File: config.mk
export PLATFORM = sky130hd
export DESIGN_NAME = char_lcd_nibble_writer
export DESIGN_NICKNAME = d
export VERILOG_FILES = /design/src/lcd_nw_pkg.sv /design/src/lcd_nw_dec.sv /design/src/lcd_nw_ser.sv /design/src/char_lcd_nibble_writer.sv
export SDC_FILE = /design/constraint.sdc
export NUM_CORES = 1
export LEC_CHECK = 0
export BUFFER_PORTS_ARGS = -buffer_cell sky130_fd_sc_hd__buf_4
export CAP_MARGIN = 20
export CORE_AREA = 8 8 81 83
export CTS_CLUSTER_DIAMETER = 150
export CTS_CLUSTER_SIZE = 25
export DETAILED_ROUTE_END_ITERATION = 10
export DIE_AREA = 0 0 89 91
export GPL_TIMING_DRIVEN = 0
export SKIP_CTS_REPAIR_TIMING = 1
export SYNTH_ARGS = -nofsm -noshare
export SYNTH_HDL_FRONTEND = slang
export SYNTH_SLANG_ARGS = --single-unit
File: constraint.sdc
create_clock -name i_clk -period 3.4 [get_ports i_clk]
set_input_delay 0.51 -clock i_clk [delete_from_list [all_inputs] [get_ports i_clk]]
set_output_delay 0.51 -clock i_clk [all_outputs]
set_load 0.005 [all_outputs]
File: src/lcd_nw_pkg.sv
// lcd_nw_pkg: shared types and constants for the character-lcd nibble writer
// no dependencies; imported by lcd_nw_dec, lcd_nw_ser and char_lcd_nibble_writer
`default_nettype none

package lcd_nw_pkg;

    // request codes carried in tuser
    localparam logic [1:0] CMD_CHAR  = 2'd0;
    localparam logic [1:0] CMD_RAW   = 2'd1;
    localparam logic [1:0] CMD_GOTO  = 2'd2;
    localparam logic [1:0] CMD_CLEAR = 2'd3;

    // controller command bytes
    localparam logic [7:0] DDRAM_SET = 8'h80;
    localparam logic [7:0] CLEAR_CMD = 8'h01;

    // geometry
    localparam logic [4:0] WIDTH_2X16   = 5'd16;
    localparam logic [4:0] WIDTH_4X20   = 5'd20;
    localparam logic [6:0] TOTAL_2X16   = 7'd32;
    localparam logic [6:0] TOTAL_4X20   = 7'd80;

    // one or two bytes waiting to go out as nibbles
    typedef struct packed {
        logic       rs;     // register select of the first byte
        logic [7:0] b0;     // first byte
        logic       two;    // second byte (always a command) follows
        logic [7:0] b1;     // second byte
    } t_pkt;

    // ddram offset of each line
    function automatic logic [6:0] line_offset(input logic [1:0] row);
        logic [6:0] off;
        case (row)
            2'd0:    off = 7'd0;
            2'd1:    off = 7'd64;
            2'd2:    off = 7'd20;
            default: off = 7'd84;
        endcase
        return off;
    endfunction

    // linear cursor position of column 0 of a line
    function automatic logic [6:0] line_base(input logic geo, input logic [1:0] row);
        logic [6:0] base;
        case (row)
            2'd0:    base = 7'd0;
            2'd1:    base = geo ? 7'd20 : 7'd16;
            2'd2:    base = 7'd40;
            default: base = 7'd60;
        endcase
        return base;
    endfunction

endpackage

`default_nettype wire

File: src/lcd_nw_dec.sv
// lcd_nw_dec: turns one request into a byte pair and keeps the cursor position
// depends on lcd_nw_pkg
`default_nettype none

module lcd_nw_dec (
    input  wire logic             i_clk,
    input  wire logic             i_rst_n,
    input  wire logic             i_geo,
    input  wire logic             i_valid,
    output logic                  o_ready,
    input  wire logic [1:0]       i_cmd,
    input  wire logic [7:0]       i_value,
    input  wire logic [1:0]       i_row,
    input  wire logic [4:0]       i_column,
    output logic                  o_valid,
    input  wire logic             i_ready,
    output lcd_nw_pkg::t_pkt      o_pkt
);
    import lcd_nw_pkg::*;

    logic       r_valid;
    t_pkt       r_pkt;
    logic [6:0] r_cursor;
    t_pkt       n_pkt;
    logic [6:0] n_cursor;

    logic [4:0] wm1;
    logic [6:0] total;
    logic [6:0] pos;
    logic       wrap;
    logic       eol;
    logic [1:0] next_row;
    logic [1:0] row_m;
    logic [4:0] col_c;
    logic       take;

    assign take    = i_valid && o_ready;
    assign o_ready = !r_valid || i_ready;
    assign o_valid = r_valid;
    assign o_pkt   = r_pkt;

    // line end and wrap detection for a character write
    always_comb begin
        wm1   = i_geo ? (WIDTH_4X20 - 5'd1) : (WIDTH_2X16 - 5'd1);
        total = i_geo ? TOTAL_4X20 : TOTAL_2X16;
        pos   = r_cursor + 7'd1;
        wrap  = pos >= total;
        if (i_geo) begin
            eol = !wrap && (pos == 7'd20 || pos == 7'd40 || pos == 7'd60);
        end else begin
            eol = !wrap && (pos[3:0] == 4'd0) && (pos != 7'd0);
        end
        if (!i_geo || pos == 7'd20) begin
            next_row = 2'd1;
        end else if (pos == 7'd40) begin
            next_row = 2'd2;
        end else begin
            next_row = 2'd3;
        end
        row_m = i_geo ? i_row : {1'b0, i_row[0]};
        col_c = (i_column > wm1) ? wm1 : i_column;
    end

    // byte pair and new cursor for each request
    always_comb begin
        n_pkt.rs  = 1'b0;
        n_pkt.b0  = i_value;
        n_pkt.two = 1'b0;
        n_pkt.b1  = DDRAM_SET;
        n_cursor  = r_cursor;
        case (i_cmd)
            CMD_CHAR: begin
                n_pkt.rs  = 1'b1;
                n_pkt.two = wrap || eol;
                if (wrap) begin
                    n_pkt.b1 = DDRAM_SET;
                    n_cursor = 7'd0;
                end else begin
                    n_pkt.b1 = DDRAM_SET + {1'b0, line_offset(next_row)};
                    n_cursor = pos;
                end
            end
            CMD_RAW: begin
                n_pkt.b0 = i_value;
            end
            CMD_GOTO: begin
                n_pkt.b0 = DDRAM_SET + {1'b0, line_offset(row_m)} + {3'd0, col_c};
                n_cursor = line_base(i_geo, row_m) + {2'd0, col_c};
            end
            default: begin
                n_pkt.b0 = CLEAR_CMD;
                n_cursor = 7'd0;
            end
        endcase
    end

    // control state
    always_ff @(posedge i_clk) begin
        if (!i_rst_n) begin
            r_valid  <= 1'b0;
            r_cursor <= 7'd0;
        end else begin
            if (take) begin
                r_valid  <= 1'b1;
                r_cursor <= n_cursor;
            end else if (i_ready) begin
                r_valid <= 1'b0;
            end
        end
    end

    // payload
    always_ff @(posedge i_clk) begin
        if (take) begin
            r_pkt <= n_pkt;
        end
    end

endmodule

`default_nettype wire

File: src/lcd_nw_ser.sv
// lcd_nw_ser: sends one or two bytes out as nibbles, high nibble first
// depends on lcd_nw_pkg
`default_nettype none

module lcd_nw_ser (
    input  wire logic             i_clk,
    input  wire logic             i_rst_n,
    input  wire logic             i_valid,
    output logic                  o_ready,
    input  wire lcd_nw_pkg::t_pkt i_pkt,
    output logic                  o_valid,
    input  wire logic             i_ready,
    output logic                  o_rs,
    output logic [3:0]            o_nibble,
    output logic                  o_last
);
    import lcd_nw_pkg::*;

    logic       r_valid;
    logic [1:0] r_idx;
    t_pkt       r_pkt;
    logic       load;

    // nibble select
    always_comb begin
        o_rs   = (r_idx[1] == 1'b0) ? r_pkt.rs : 1'b0;
        o_last = (r_idx == 2'd1 && !r_pkt.two) || (r_idx == 2'd3);
        case (r_idx)
            2'd0:    o_nibble = r_pkt.b0[7:4];
            2'd1:    o_nibble = r_pkt.b0[3:0];
            2'd2:    o_nibble = r_pkt.b1[7:4];
            default: o_nibble = r_pkt.b1[3:0];
        endcase
    end

    assign o_valid = r_valid;
    assign o_ready = !r_valid || (i_ready && o_last);
    assign load    = i_valid && o_ready;

    // nibble counter and valid flag
    always_ff @(posedge i_clk) begin
        if (!i_rst_n) begin
            r_valid <= 1'b0;
            r_idx   <= 2'd0;
        end else begin
            if (load) begin
                r_valid <= 1'b1;
                r_idx   <= 2'd0;
            end else if (r_valid && i_ready) begin
                if (o_last) begin
                    r_valid <= 1'b0;
                end
                r_idx <= r_idx + 2'd1;
            end
        end
    end

    // payload
    always_ff @(posedge i_clk) begin
        if (load) begin
            r_pkt <= i_pkt;
        end
    end

endmodule

`default_nettype wire

File: src/char_lcd_nibble_writer.sv
// char_lcd_nibble_writer: character-lcd request to 4-bit bus transfer converter
// the request is registered in lcd_nw_dec, then in lcd_nw_ser, before its first nibble is offered
//   on m_axis; the serialiser takes the next byte pair with the last nibble of the current one
// throughput: one nibble per cycle from the serialiser while m_axis_tready is high,
//   two nibbles per request, four for a character write that moves to another line
// reset: synchronous active-low; clears the cursor, geometry (2x16) and all valid flags
// depends on lcd_nw_pkg, lcd_nw_dec, lcd_nw_ser
`default_nettype none

module char_lcd_nibble_writer (
    input  wire logic        i_clk,
    input  wire logic        i_rst_n,
    // configuration: geometry_mode
    input  wire logic        i_cfg_valid,
    output logic             o_cfg_ready,
    input  wire logic        i_cfg_data,
    // request stream
    input  wire logic        s_axis_tvalid,
    output logic             s_axis_tready,
    input  wire logic [15:0] s_axis_tdata,  // value[7:0], row[9:8], column[14:10], zero
    input  wire logic [1:0]  s_axis_tuser,  // cmd[1:0]
    // nibble stream
    output logic             m_axis_tvalid,
    input  wire logic        m_axis_tready,
    output logic [7:0]       m_axis_tdata,  // nibble[3:0], zero
    output logic [0:0]       m_axis_tuser,  // reg_select[0]
    output logic             m_axis_tlast
);
    import lcd_nw_pkg::*;

    logic r_geo;
    logic dec_valid;
    logic ser_ready;
    t_pkt dec_pkt;
    logic ser_rs;
    logic [3:0] ser_nibble;

    // geometry register
    assign o_cfg_ready = 1'b1;
    always_ff @(posedge i_clk) begin
        if (!i_rst_n) begin
            r_geo <= 1'b0;
        end else if (i_cfg_valid) begin
            r_geo <= i_cfg_data;
        end
    end

    lcd_nw_dec u_dec (
        .i_clk    (i_clk),
        .i_rst_n  (i_rst_n),
        .i_geo    (r_geo),
        .i_valid  (s_axis_tvalid),
        .o_ready  (s_axis_tready),
        .i_cmd    (s_axis_tuser),
        .i_value  (s_axis_tdata[7:0]),
        .i_row    (s_axis_tdata[9:8]),
        .i_column (s_axis_tdata[14:10]),
        .o_valid  (dec_valid),
        .i_ready  (ser_ready),
        .o_pkt    (dec_pkt)
    );

    lcd_nw_ser u_ser (
        .i_clk    (i_clk),
        .i_rst_n  (i_rst_n),
        .i_valid  (dec_valid),
        .o_ready  (ser_ready),
        .i_pkt    (dec_pkt),
        .o_valid  (m_axis_tvalid),
        .i_ready  (m_axis_tready),
        .o_rs     (ser_rs),
        .o_nibble (ser_nibble),
        .o_last   (m_axis_tlast)
    );

    // output packing
    assign m_axis_tdata = {4'd0, ser_nibble};
    assign m_axis_tuser = ser_rs;

endmodule

`default_nettype wire

# Yosys cells after proc, flatten, opt, wreduce, memory -nomap -nowiden
# Cells that the tools add are included.
# Widths: inputs -> output; s select.
[word_totals] ff_bits=48 input_bits=24 output_inout_bits=13
[classes] order_cmp=2 n_reduce_logical=34 n_mux=26 n_bitwise=3 eq_ne=12 addsub=6
[op_table] operator="$pmux 7 s3" count=4
[op_table] operator="$mux 7" count=6
[op_table] operator="$add 8x7->8 const A" count=2
[op_table] operator="$pmux 8 s2" count=1
[op_table] operator="$eq 7x6->1 const B" count=2
[op_table] operator="$pmux 4 s3" count=1
[op_table] operator="$eq 2x2->1 const B" count=5
[op_table] operator="$mux 5" count=2
[op_table] operator="$mux 1" count=9
[op_table] operator="$add 8x5->8" count=1
[op_table] operator="$eq 2x1->1 const B" count=4
[op_table] operator="$logic_and 1x1->1" count=8
[op_table] operator="$logic_not 2->1" count=4
[op_table] operator="$add 7x1->7 const B" count=1
[op_table] operator="$add 7x5->7" count=1
[op_table] operator="$eq 7x5->1 const B" count=1
[op_table] operator="$ge 7x7->1" count=1
[op_table] operator="$logic_or 1x1->1" count=7
[op_table] operator="$reduce_bool 7->1" count=1
[op_table] operator="$reduce_bool 2->1" count=3
[op_table] operator="$reduce_or 2->1" count=3
[op_table] operator="$gt 5x5->1" count=1
[op_table] operator="$logic_not 1->1" count=5
[op_table] operator="$logic_not 4->1" count=1
[op_table] operator="other kinds (5)" count=9

# Depth between registers and ports, before layout
# Gate-level depths: netlist of the first run.
[depth] word_depth=9 depth_mapped=14

# By module
# A second synthesis of the first run with hierarchy kept.
[unflattened] cells_unflattened=235 area_unflattened_um2=2558.7
[modules_own_cells] module="lcd_nw_dec" instances=1 cells_each=170 area_per_inst_um2=1581.5
[modules_own_cells] module="lcd_nw_ser" instances=1 cells_each=55 area_per_inst_um2=895.9
[modules_own_cells] module="char_lcd_nibble_writer" instances=1 cells_each=10 area_per_inst_um2=81.3

# Worst setup path before layout of the first run
# OpenSTA, ideal clock, no wires.
[synth_path] path_type="input port to flip-flop" from="input port s_axis_tdata[13]" to="register u_dec.r_cursor[4]" setup_slack_ns=0.653 t_required_ns=3.314 path_buffers=0 arrival_ns=2.661 path_stages=11 cell_sequence="ha_1 > a21o_1 > a21o_1 > and2_1 > mux2_2 > ha_1 > inv_1 > fa_1 > xnor2_1 > a22oi_1 > a221oi_2"
[synth_via] elab_chain_cells=4
[synth_lines] element="start, declared" line_no="char_lcd_nibble_writer.sv:20" rtl="input wire logic [15:0] s_axis_tdata,"
[synth_lines] element="$gt 5x5->1" line_no="lcd_nw_dec.sv:61" rtl="col_c = (i_column > wm1) ? wm1 : i_column;"
[synth_lines] element="$mux 5 (*)" line_no="lcd_nw_dec.sv:61"
[synth_lines] element="$add 7x5->7 (*)" line_no="lcd_nw_dec.sv:88" rtl="n_cursor = line_base(i_geo, row_m) + {2'd0, col_c};"
[synth_lines] element="$pmux 7 s3 (*)" line_no="lcd_nw_dec.sv:71" rtl="case (i_cmd)"
[synth_lines] element="end signal, assigned" line_no="lcd_nw_dec.sv:105" rtl="r_cursor <= n_cursor;"
[synth_lines] element="end, declared" line_no="lcd_nw_dec.sv:23" rtl="logic [6:0] r_cursor;"
# Mark *: on every way between the ends. The rest lies on a longest branch, timed or not.
# A chain may end at the register's enable or synchronous reset.

# Final worst setup path of the first run
[layout_path] from="register r_geo" to="register u_dec.r_cursor[5]"
[layout_via] elab_chain_cells=6 elab_cells_between_ends=15 classes_between="add/sub (1); order compare (2); eq/ne (2); mux (9); reduce/logical (1)"
[layout_lines] element="start, declared" line_no="char_lcd_nibble_writer.sv:31" rtl="logic r_geo;"
[layout_lines] element="start signal, assigned" line_no="char_lcd_nibble_writer.sv:44" rtl="r_geo <= i_cfg_data;"
[layout_lines] element="parallel branches: the longest is 5 deep, another holds $add 7x5->7"
[layout_lines] element="$pmux 7 s3 (*)" line_no="lcd_nw_dec.sv:71"
# Every way passes the cells marked *. The select of a mux whose other input is x is not followed.

==> reports/qor.csv, run 1 <==
metric,value,unit
fmax,316.3,MHz
finalHoldViolCount,0,
nets,305,
rsz0062_at_grt,no,
boundaryPins,37,
relSlewSlack,39.04,%
min_path_cells,0,
setup_viol,0,
fp.dieH,91,um
syn_area_per_cell,10.21,um^2
p_int,789.4,uW
clk_latency,280,ps
n_fill_cell,530,
first_global_vias,1671,
tightest_slew,911.0,ps
drc_errors,0,
p_switching,252.8,uW
critPathRequiredTime,3600,ps
die_w,89,um
clkPwrFrac,36.4,%
cts.sinks,36,
drive_gt1_share,22.73,%
dieArea,8099,um^2
overflow,0,
antenna_found_initial,0,
synth_area,2277,um^2
io_buffers,30,
synth_most_common_cell,edfxtp_1,
initial_core_util,42.66,%
seq_power_share,48.4,%
synth.distinct_cells,58,
power,1.042,mW
wirelength,4762,um
drt_iter0_drc,69,
fin_crit_sh,92.99,%
coreArea,5338,um^2
path_buf_inv,2,
async_flop_share,0,%
setup-tns-final,0,ps
grt_pass1_wl,7728,um
wl_per_cell,14.17,um
timing_worst_setup_path_type,register to register,
cap_violations,0,
timing.rr.end,u_dec.r_cursor[5],
hp-start,u_dec.o_pkt[10],
dp_hpwl,3852,um
p_comb_share,15.2,%
finalCriticalPeriod,3162,ps
endpoint_kind,register,
ys.flop_type,edfxtp_1,
vias,1704,
viasPerCell,5.071,
htreeDepth,2,
rows,27,
path_delay_family,compound AO/OA/AOI/OAI gates,
power_density,383.3,nW/um^2
cts.path.max_buffers,2,
holdPathEnd,u_ser.r_pkt[10],
ir_drop,0.1952,mV
synth_edf_count,24,
diodes,0,
yosys_warnings,0,
arrival,3360,ps
synthToLayoutAreaGrowth,19.40,%
critical-path-slowest-cell,dfxtp_1,
grt_use_total,12.02,%
reg2reg_from,r_geo,
sw_frac_of_total,24.26,%
gp_congestion,0.8817,
reg2reg_slack,240,ps
ys_top_cells_by_area,"edfxtp_1 (32%), dfxtp_1 (11%), ha_1 (9.3%), inv_1 (3.0%), nor2_1 (3.0%)",
drv_slew,0,
tritoncts,yes,
drtPass1Iterations,5,
root_buffer,clkbuf_8,
crit_path_start_kind,register,
syn_inst,223,
synth_seq_cells,36,
cts.clk_slew.worst_paths,80,ps
crit_path_cell_trace,inv_1 > ha_1 > and3_1 > nand3_1 > and2_1 > mux2i_1 > inv_1 > ha_1 > a21o_1 > a21oi_1 > xnor2_1 > a222oi_1 > a211oi_1,
yosys.area.top_type,edfxtp_1,
grt_start_max_net_pins,14,
hold_path_class,register to register,
seq_area_frac_synth,42.20,%
critPathMaxStageDelay,560,ps
reg2reg_depth,13,
synth_top_area_share,31.65,%
crit_fanout,10,
cts-buffers-inserted,5,
outcome,"complete, no violations",
synthTopCellsByCount,"edfxtp_1 (24), inv_1 (18), nor2_1 (18), ha_1 (17), nand2_1 (14)",
leakage,1.138,nW
ant_nets,0,
finalClockSkew,2.892,ps
-- power groups by stage --
stage,Combinational (mW),Sequential [mW],Clock [mW]
finish,0.158,0.504,0.380
global route,0.176,0.507,0.403
CTS,0.159,0.504,0.391
detailed placement,0.158,0.515,0
global placement,0.157,0.514,0
floorplan,0.0997,0.511,0
-- worst reg2reg max path: stages, from the launching register on --
cell and delay, ps:
dfxtp_1 560, inv_1 240, ha_1 330, and3_1 170
nand3_1 80, and2_1 170, mux2i_1 330, inv_1 130
ha_1 290, a21o_1 170, a21oi_1 180, xnor2_1 140
a222oi_1 80, a211oi_1 210
-- per-layer routing --
layer | global-route usage, % | vias to the layer above | part of all wire, %
met5 | 0 | - | 0
met4 | 4.438 | 0 | 1.2
met3 | 2.162 | 4 | 4.7
met2 | 20.16 | 36 | 49
met1 | 14.78 | 787 | 45
li1 | - | 877 | -
-- registers in the layout (all words and copies together), names as in the netlist --
signal,count
u_dec.r_cursor,7
r_geo,1
u_ser.r_idx,2
u_ser.o_valid,1
u_ser.r_pkt,12
u_dec.o_pkt,12
u_dec.o_valid,1
-- how the worst max path moves through the flow --
stage,start,to,slack [ps],depth (start not counted)
after floorplan,s_axis_tdata[13],u_dec.r_cursor[4],650,11
after global placement,r_geo,u_dec.r_cursor[3],280,11
after detailed placement,r_geo,u_dec.r_cursor[5],260,13
after CTS,r_geo,u_dec.r_cursor[5],250,13
after global routing,r_geo,u_dec.r_cursor[5],30,13
final,r_geo,u_dec.r_cursor[5],240,13
-- area by class of cell --
class	count	area [um^2]	share of cell area (%)
inverters	18	67.56	2.485
clock inverters	3	46.29	1.703
well taps	72	90.09	3.313
flip-flops and latches	36	960.9	35.34
clock buffers	5	68.82	2.531
repair buffers	30	225.2	8.283
plain buffers	10	75.07	2.761
multi-input cells	162	1185	43.58
-- kinds of logic after synthesis --
| logic type | after synthesis | share of synthesized area (%) |
|---|---|---|
| AND/OR/NAND/NOR | 69 | 16.32 |
| AO/OA/AOI/OAI | 57 | 19.34 |
| flip-flops | 36 | 42.20 |
| buffers and inverters | 28 | 6.263 |
| adder cells (fa/ha/maj) | 18 | 10.22 |
| XOR/XNOR | 8 | 3.077 |
| multiplexers | 5 | 2.253 |
| other | 2 | 0.3298 |
-- cell usage in the layout, fill, tap and decap left out, types with 2 or more instances in the layout --
cell type,Yosys,layout
xnor2_1,7,7
and2_1,5,5
inv_1,18,18
a21o_1,3,3
dfxtp_1,12,12
and3_1,4,4
o2bb2ai_1,3,3
o32ai_1,2,2
o21ai_1,3,3
nor2_1,18,18
nand3_1,4,4
clkbuf_1,2,2
o211ai_1,2,2
buf_6,2,2
edfxtp_1,24,24
o21ai_0,11,11
clkbuf_8,0,5
nand2_1,14,14
a22oi_1,3,3
ha_1,17,17
mux2i_1,4,4
nand2b_1,2,2
conb_1,2,5
a211oi_1,2,2
a21oi_1,8,8
a222oi_1,3,3
and2b_2,3,3
a311oi_1,2,2
nor2b_1,5,5
buf_4,6,36
nor3_1,4,4
-- stage by stage --
step | utilization, % | setup WS, ps | cells | hold slack [ps] | instance area, um^2
after floorplan | - | 652.7 | 226 | 400.3 | 2288
after global placement | 48.78 | 281.8 | 328 | 403.5 | 2604
after detailed placement | 48.78 | 262.2 | 328 | 406.3 | 2604
after CTS | 50.94 | 253.0 | 336 | 425.0 | 2719
after global routing | 50.94 | 26.40 | 336 | 428.5 | 2719
final | 50.94 | 238.3 | 336 | 424.1 | 2719
No activity file was read; power rests on OpenSTA's default activity.
==> run 2, diff against run 1 <==
ABC_AREA = 1   (was unset)
CORE_AREA = 8 8 80 82   (was 8 8 81 83)
DIE_AREA = 0 0 88 90   (was 0 0 89 91)
==> run 2 against run 1 <==
Via count up 9.0%. Sequential share of layout area up 0.76 points. Worst hold slack worse by 4.5 ps. Highest routed layer unchanged. Total power down 6.7%. Sequential power up 1%. Sequential cell count unchanged. Global-route usage down 0.22 points.
==> reports/qor.csv, run 2 <==
metric,value,unit,change
syn_inst,271,,+22%
synth_compound_area_share,11.48,%,-7.9 points
yosys.area_share.xor_xnor,0.7804,%,-2.3 points
vias,1857,,+9.0%
nets,353,,+16%
finalClockSkew,7.015,ps,+4.122 ps
cp_common_cell,nand2_1,,
yosys.area.top_type,edfxtp_1,,
endpoint_kind,register,,
coreArea,5236,um^2,-1.9%
ys.flop_type,edfxtp_1,,
dieArea,7920,um^2,-2.2%
synth_mux_area_share,0,%,-2.3 points
die_w,88,um,-1.1%
power_density,365.2,nW/um^2,-4.7%
holdPathEnd,u_ser.r_pkt[10],,
final_area,2661,um^2,-2.1%
ys_top_cells_by_area,"edfxtp_1 (32%), nand2_1 (12%), dfxtp_1 (11%), ha_1 (9.5%), inv_1 (4.8%)",,
tightest_slew,882.2,ps,-28.78 ps
synth_area,2245,um^2,-1.4%
path_buf_inv,4,,+2
finalHoldViolCount,0,,unchanged
first_global_vias,1746,,+4.5%
critical-path-slowest-cell,dfxtp_1,,
wl_per_cell,12.03,um,-15%
synthTopCellsByCount,"nand2_1 (73), inv_1 (29), edfxtp_1 (24), nor2_1 (21), a21oi_1 (19)",,
relSlewSlack,40.97,%,+1.9 points
post_dp_cell_area,2571,um^2,-1.2%
path_delay_family,adder cells,,
synth-adder-area-share,10.37,%,+0.15 points
ir_drop,0.1810,mV,-7.3%
cts.path.max_buffers,2,,unchanged
setup-tns-final,0,ps,unchanged
drt_iter0_drc,106,,+54%
reg2reg_slack,350,ps,+120 ps
fin_crit_sh,89.58,%,-3.4 points
dp_hpwl,3775,um,-2.0%
ant_nets,0,,unchanged
hold_path_class,register to register,,
synth_top_family_by_area,simple AND/OR/NAND/NOR gates,,
reg2reg_from,r_geo,,
leakage,1.213,nW,+6.6%
seq_area_frac_synth,42.81,%,+0.61 points
boundaryPins,37,,unchanged
overflow,0,,unchanged
tritoncts,yes,,
grt_start_max_net_pins,14,,unchanged
drc_errors,0,,unchanged
drv_slew,0,,unchanged
timing_worst_setup_path_type,register to register,,
cap_violations,0,,unchanged
hp-start,u_dec.o_pkt[10],,
viasPerCell,4.836,,-4.6%
initial_core_util,42.87,%,+0.20 points
drtPass1Iterations,7,,+2
root_buffer,clkbuf_8,,
crit_path_cell_trace,inv_1 > ha_1 > nand2_1 > nor2_1 > nand3_1 > nand2_1 > inv_1 > nand2_1 > o21ai_0 > inv_1 > ha_1 > inv_1 > fa_1 > or2_1 > nand2_1 > nand2_1 > a21oi_1,,
clk_latency,280,ps,about the same
io_buffers,30,,unchanged
crit_path_start_kind,register,,
htreeDepth,2,,unchanged
gp_congestion,0.8711,,-1.2%
syn_area_per_cell,8.283,um^2,-19%
arrival,3260,ps,-100 ps
fp.dieH,90,um,-1.1%
synth.distinct_cells,36,,-38%
synth_most_common_cell,nand2_1,,
critPathRequiredTime,3610,ps,about the same
synthToLayoutAreaGrowth,18.56,%,
most-common-layout-cells,"nand2_1 (73), buf_4 (36), inv_1 (29), edfxtp_1 (24), nor2_1 (21)",,
min_path_cells,0,,unchanged
reg2reg_depth,17,,+4
grt_use_total,11.80,%,-0.22 points
yosys_warnings,0,,unchanged
synth_simple_gate_area_share,25.86,%,+9.5 points
cts.clk_slew.worst_paths,70,ps,about the same
async_flop_share,0,%,unchanged
setup_viol,0,,unchanged
timing.rr.end,u_dec.r_cursor[3],,
drive_gt1_share,19.55,%,-3.2 points
cts-buffers-inserted,5,,unchanged
critPathMaxStageDelay,550,ps,about the same
crit_fanout,10,,unchanged
synth_seq_cells,36,,unchanged
final_common_cell,nand2_1,,
grt_pass1_wl,7590,um,-1.8%
cts.sinks,36,,unchanged
antenna_found_initial,0,,unchanged
rows,27,,unchanged
outcome,"complete, no violations",,
rsz0062_at_grt,no,,
synth_top_area_share,32.11,%,+0.46 points
synth_edf_count,24,,unchanged
diodes,0,,unchanged
wirelength,4620,um,-3.0%
fmax,328.3,MHz,+3.8%
finalCriticalPeriod,3046,ps,-116.0 ps
run 2: cell types whose count changed after synthesis, sizes merged, moves of 6 or more:
cell | before | now
nand2 | 14 | 79
inv | 18 | 35
a21oi | 8 | 21
nand3 | 5 | 16
nand4 | 1 | 8
o21ai | 15 | 8
and2 | 6 | 0
nor2b | 6 | 0
xnor2 | 7 | 1
run 2: stage by stage:
stage	std cells	util [%]	power, mW	worst slack [ps]	hold slack, ps
2_1_floorplan	274	-	0.6177	795.1	400.3
3_3_place_gp	376	49.10	0.6765	382.4	400.7
3_5_place_dp	376	49.10	0.6807	339.8	404.5
4_1_cts	384	50.82	0.9833	313.1	421.0
5_1_grt	384	50.82	1.026	32.77	431.1
6_report	384	50.82	0.9720	354.4	419.6
run 2: kinds of logic after synthesis:
kind of cell | after synthesis
adder cells (fa/ha/maj) | 18
buffers and inverters | 44
flip-flops | 36
other | 2
AO/OA/AOI/OAI | 39
AND/OR/NAND/NOR | 130
XOR/XNOR | 2
run 2: layout make-up:
cell class,instances,area [um^2]
Tap cell,72,90.09
Inverter,36,135.1
Clock inverter,1,3.754
Buffer,8,52.55
Multi-Input combinational cell,194,1107
Clock buffer,7,86.33
Sequential cell,36,960.9
Timing Repair Buffer,30,225.2
Fill cell,536,2575
run 2: worst max-delay path by stage:
stage,startpoint,depth (start not counted),slack [ps],end
3_3_place_gp,r_geo,17,380,u_dec.r_cursor[3]
2_1_floorplan,r_geo,17,800,u_dec.r_cursor[3]
4_1_cts,r_geo,18,310,u_dec.r_cursor[4]
5_1_grt,r_geo,17,30,u_dec.r_cursor[3]
6_report,r_geo,17,350,u_dec.r_cursor[3]
3_5_place_dp,r_geo,18,340,u_dec.r_cursor[4]
run 2: routing by layer:
layer | GRT usage (%) | up-vias | share of wire, %
met5 | 0 | - | 0
met4 | 3.874 | 0 | 0.71
met3 | 2.366 | 2 | 3.8
met2 | 21.53 | 41 | 52
met1 | 12.94 | 846 | 44
li1 | - | 968 | -
run 2: where the power goes:
group	switching [mW]	total [mW]	leakage, nW	internal (mW)
registers	0.0134	0.509	0.330	0.496
logic	0.0906	0.161	0.837	0.0704
clock network	0.139	0.302	0.0459	0.162
==> run 3, diff against run 2 <==
CORE_AREA = 2 2 74 76   (was 8 8 80 82)
CTS_BUF_LIST = sky130_fd_sc_hd__clkbuf_16   (was unset)
DIE_AREA = 0 0 76 78   (was 0 0 88 90)
==> run 3 against run 2 <==
Via count fell by 1.8%. Design area rose by 1.6%. Utilization grew 2.8 points. Sequential share of layout area is 0.58 points lower. Critical endpoint is now u_dec.r_cursor[4]. Highest routed layer unchanged.
==> reports/qor.csv, run 3 (same netlist as run 2, synthesis figures left out) <==
metric,value,unit,change
overflow,0,,unchanged
drive_gt1_share,19.23,%,-0.32 points
cap_violations,0,,unchanged
cts.path.max_buffers,2,,unchanged
timing_worst_setup_path_type,register to register,,
diodes,0,,unchanged
top_layer,met4,,
cts-buffers-inserted,5,,unchanged
vias,1823,,-1.8%
drc_errors,0,,unchanged
gp_congestion,0.8720,,+0.10%
p_comb_share,14.6,%,-2.0 points
dp_hpwl,3382,um,-10%
seq_power_share,46.8,%,-5.6 points
drt_iter0_drc,83,,-22%
crit_path_start_kind,register,,
die_w,76,um,-14%
wl_met3,128,um,-28%
crit_path_cell_trace,inv_1 > ha_1 > nand2_1 > nor2_1 > nand3_1 > nand2_1 > inv_1 > nand2_1 > o21ai_0 > inv_1 > ha_1 > inv_1 > fa_1 > a21oi_1 > o21ai_0 > nand2_1 > nand2_1 > a21oi_1,,
grt_use_total,15.23,%,+3.4 points
cts.clk_slew.worst_paths,60,ps,about the same
critPathRequiredTime,3610,ps,about the same
finalClockSkew,8.167,ps,+1.152 ps
first_global_vias,1700,,-2.6%
drv_slew,0,,unchanged
drtPass1Iterations,4,,-3
viasPerCell,4.772,,-1.3%
final_area,2705,um^2,+1.6%
p_switching,258.8,uW,+6.4%
relSlewSlack,41.00,%,about the same
post_dp_cell_area,2569,um^2,about the same
most-common-layout-cells,"nand2_1 (73), buf_4 (36), inv_1 (30), edfxtp_1 (24), nor2_1 (21)",,
fp.dieH,78,um,-13%
root_buffer,clkbuf_16,,
finish.utilization,53.65,%,+2.8 points
clk_latency,280,ps,about the same
fin_ws,426.9,ps,+72.53 ps
wl_met2,2136,um,-11%
fin_crit_sh,87.44,%,-2.1 points
final_common_cell,nand2_1,,
ir_drop,0.2476,mV,+37%
critPathMaxStageDelay,530,ps,-20 ps
critical-path-slowest-cell,dfxtp_1,,
rsz0062_at_grt,no,,
initial_core_util,44.52,%,+1.6 points
finalCriticalPeriod,2973,ps,-72.53 ps
setup_viol,0,,unchanged
dieArea,5928,um^2,-25%
arrival,3180,ps,-80 ps
synthToLayoutAreaGrowth,20.51,%,
fmax,336.4,MHz,+2.4%
nets,353,,unchanged
wl_per_cell,11.02,um,-8.4%
grt_pass1_wl,7293,um,-3.9%
outcome,"complete, no violations",,
ant_nets,0,,unchanged
grt_start_max_net_pins,14,,unchanged
tritoncts,yes,,
coreArea,5042,um^2,-3.7%
antenna_found_initial,0,,unchanged
htreeDepth,2,,unchanged
leakage,1.238,nW,+2.0%
preCtsSetupSlack,407.1,ps,+67.28 ps
clkPwrFrac,38.6,%,+7.6 points
io_buffers,30,,unchanged
finalHoldViolCount,0,,unchanged
cp_common_cell,nand2_1,,
crit_fanout,10,,unchanged
sw_frac_of_total,23.77,%,-1.3 points
p_int,830.1,uW,+14%
setup-tns-final,0,ps,unchanged
met1_length,1891,um,-6.4%
wirelength,4208,um,-8.9%
cts.sinks,36,,unchanged
hold_slack,413.3,ps,-6.299 ps
tightest_slew,881.8,ps,-0.4254 ps
endpoint_kind,register,,
hold_path_class,register to register,,
rows,26,,-3.7%
path_delay_family,adder cells,,
power_density,402.5,nW/um^2,+10%
boundaryPins,37,,unchanged
path_buf_inv,4,,unchanged
run 3: cell count changes in the layout (fill, tap and decap cells not counted), sizes merged:
| cell | change |
|---|---|
| inv | +1 |
| clkinv | +1 |
| clkbuf | -2 |
run 3: layer usage:
| layer | track usage [%] | vias to the layer above |
|---|---|---|
| met3 | 2.791 | 4 |
| met5 | 0 | - |
| li1 | - | 969 |
| met2 | 28.39 | 31 |
| met1 | 17.67 | 819 |
| met4 | 4.909 | 0 |
run 3: layout make-up:
| class | instances | area, um^2 |
|---|---|---|
| fill | 493 | 2337 |
| clock inverter | 3 | 11.26 |
| timing repair buffer | 30 | 225.2 |
| clock buffer | 5 | 125.1 |
| sequential | 36 | 960.9 |
| multi-input combinational | 194 | 1107 |
| buffer | 8 | 52.55 |
| inverter | 36 | 135.1 |
| tap | 70 | 87.58 |
run 3: final timing paths:
kind                  startpoint                 to  slack (ps)  cells after the start
setup / recovery           r_geo  u_dec.r_cursor[4]         430                     18
hold / removal    u_dec.o_pkt[6]     u_ser.r_pkt[6]         410                      0
setup reg to reg           r_geo  u_dec.r_cursor[4]         430                     18
hold reg to reg   u_dec.o_pkt[6]     u_ser.r_pkt[6]         410                      0
run 3: worst reg2reg max path, stage by stage, from the launching register on:
cell	delay [ps]
dfxtp_1	530
inv_1	200
ha_1	360
nand2_1	50
nor2_1	110
nand3_1	90
nand2_1	100
inv_1	60
nand2_1	60
o21ai_0	80
inv_1	80
ha_1	160
inv_1	60
fa_1	450
a21oi_1	130
o21ai_0	100
nand2_1	90
nand2_1	60
a21oi_1	120
run 3: power by group through the flow:
stage | Sequential, mW | Combinational (mW) | Clock (mW)
floorplan | 0.515 | 0.103 | 0
detailed placement | 0.519 | 0.160 | 0
finish | 0.510 | 0.159 | 0.420
global route | 0.513 | 0.181 | 0.450
CTS | 0.510 | 0.161 | 0.432
global placement | 0.518 | 0.158 | 0
run 3: through the flow:
step / power [mW] / cells
CTS: 1.103 / 382
global placement: 0.6766 / 374
detailed placement: 0.6788 / 374
global route: 1.144 / 382
floorplan: 0.6177 / 274
finish: 1.089 / 382
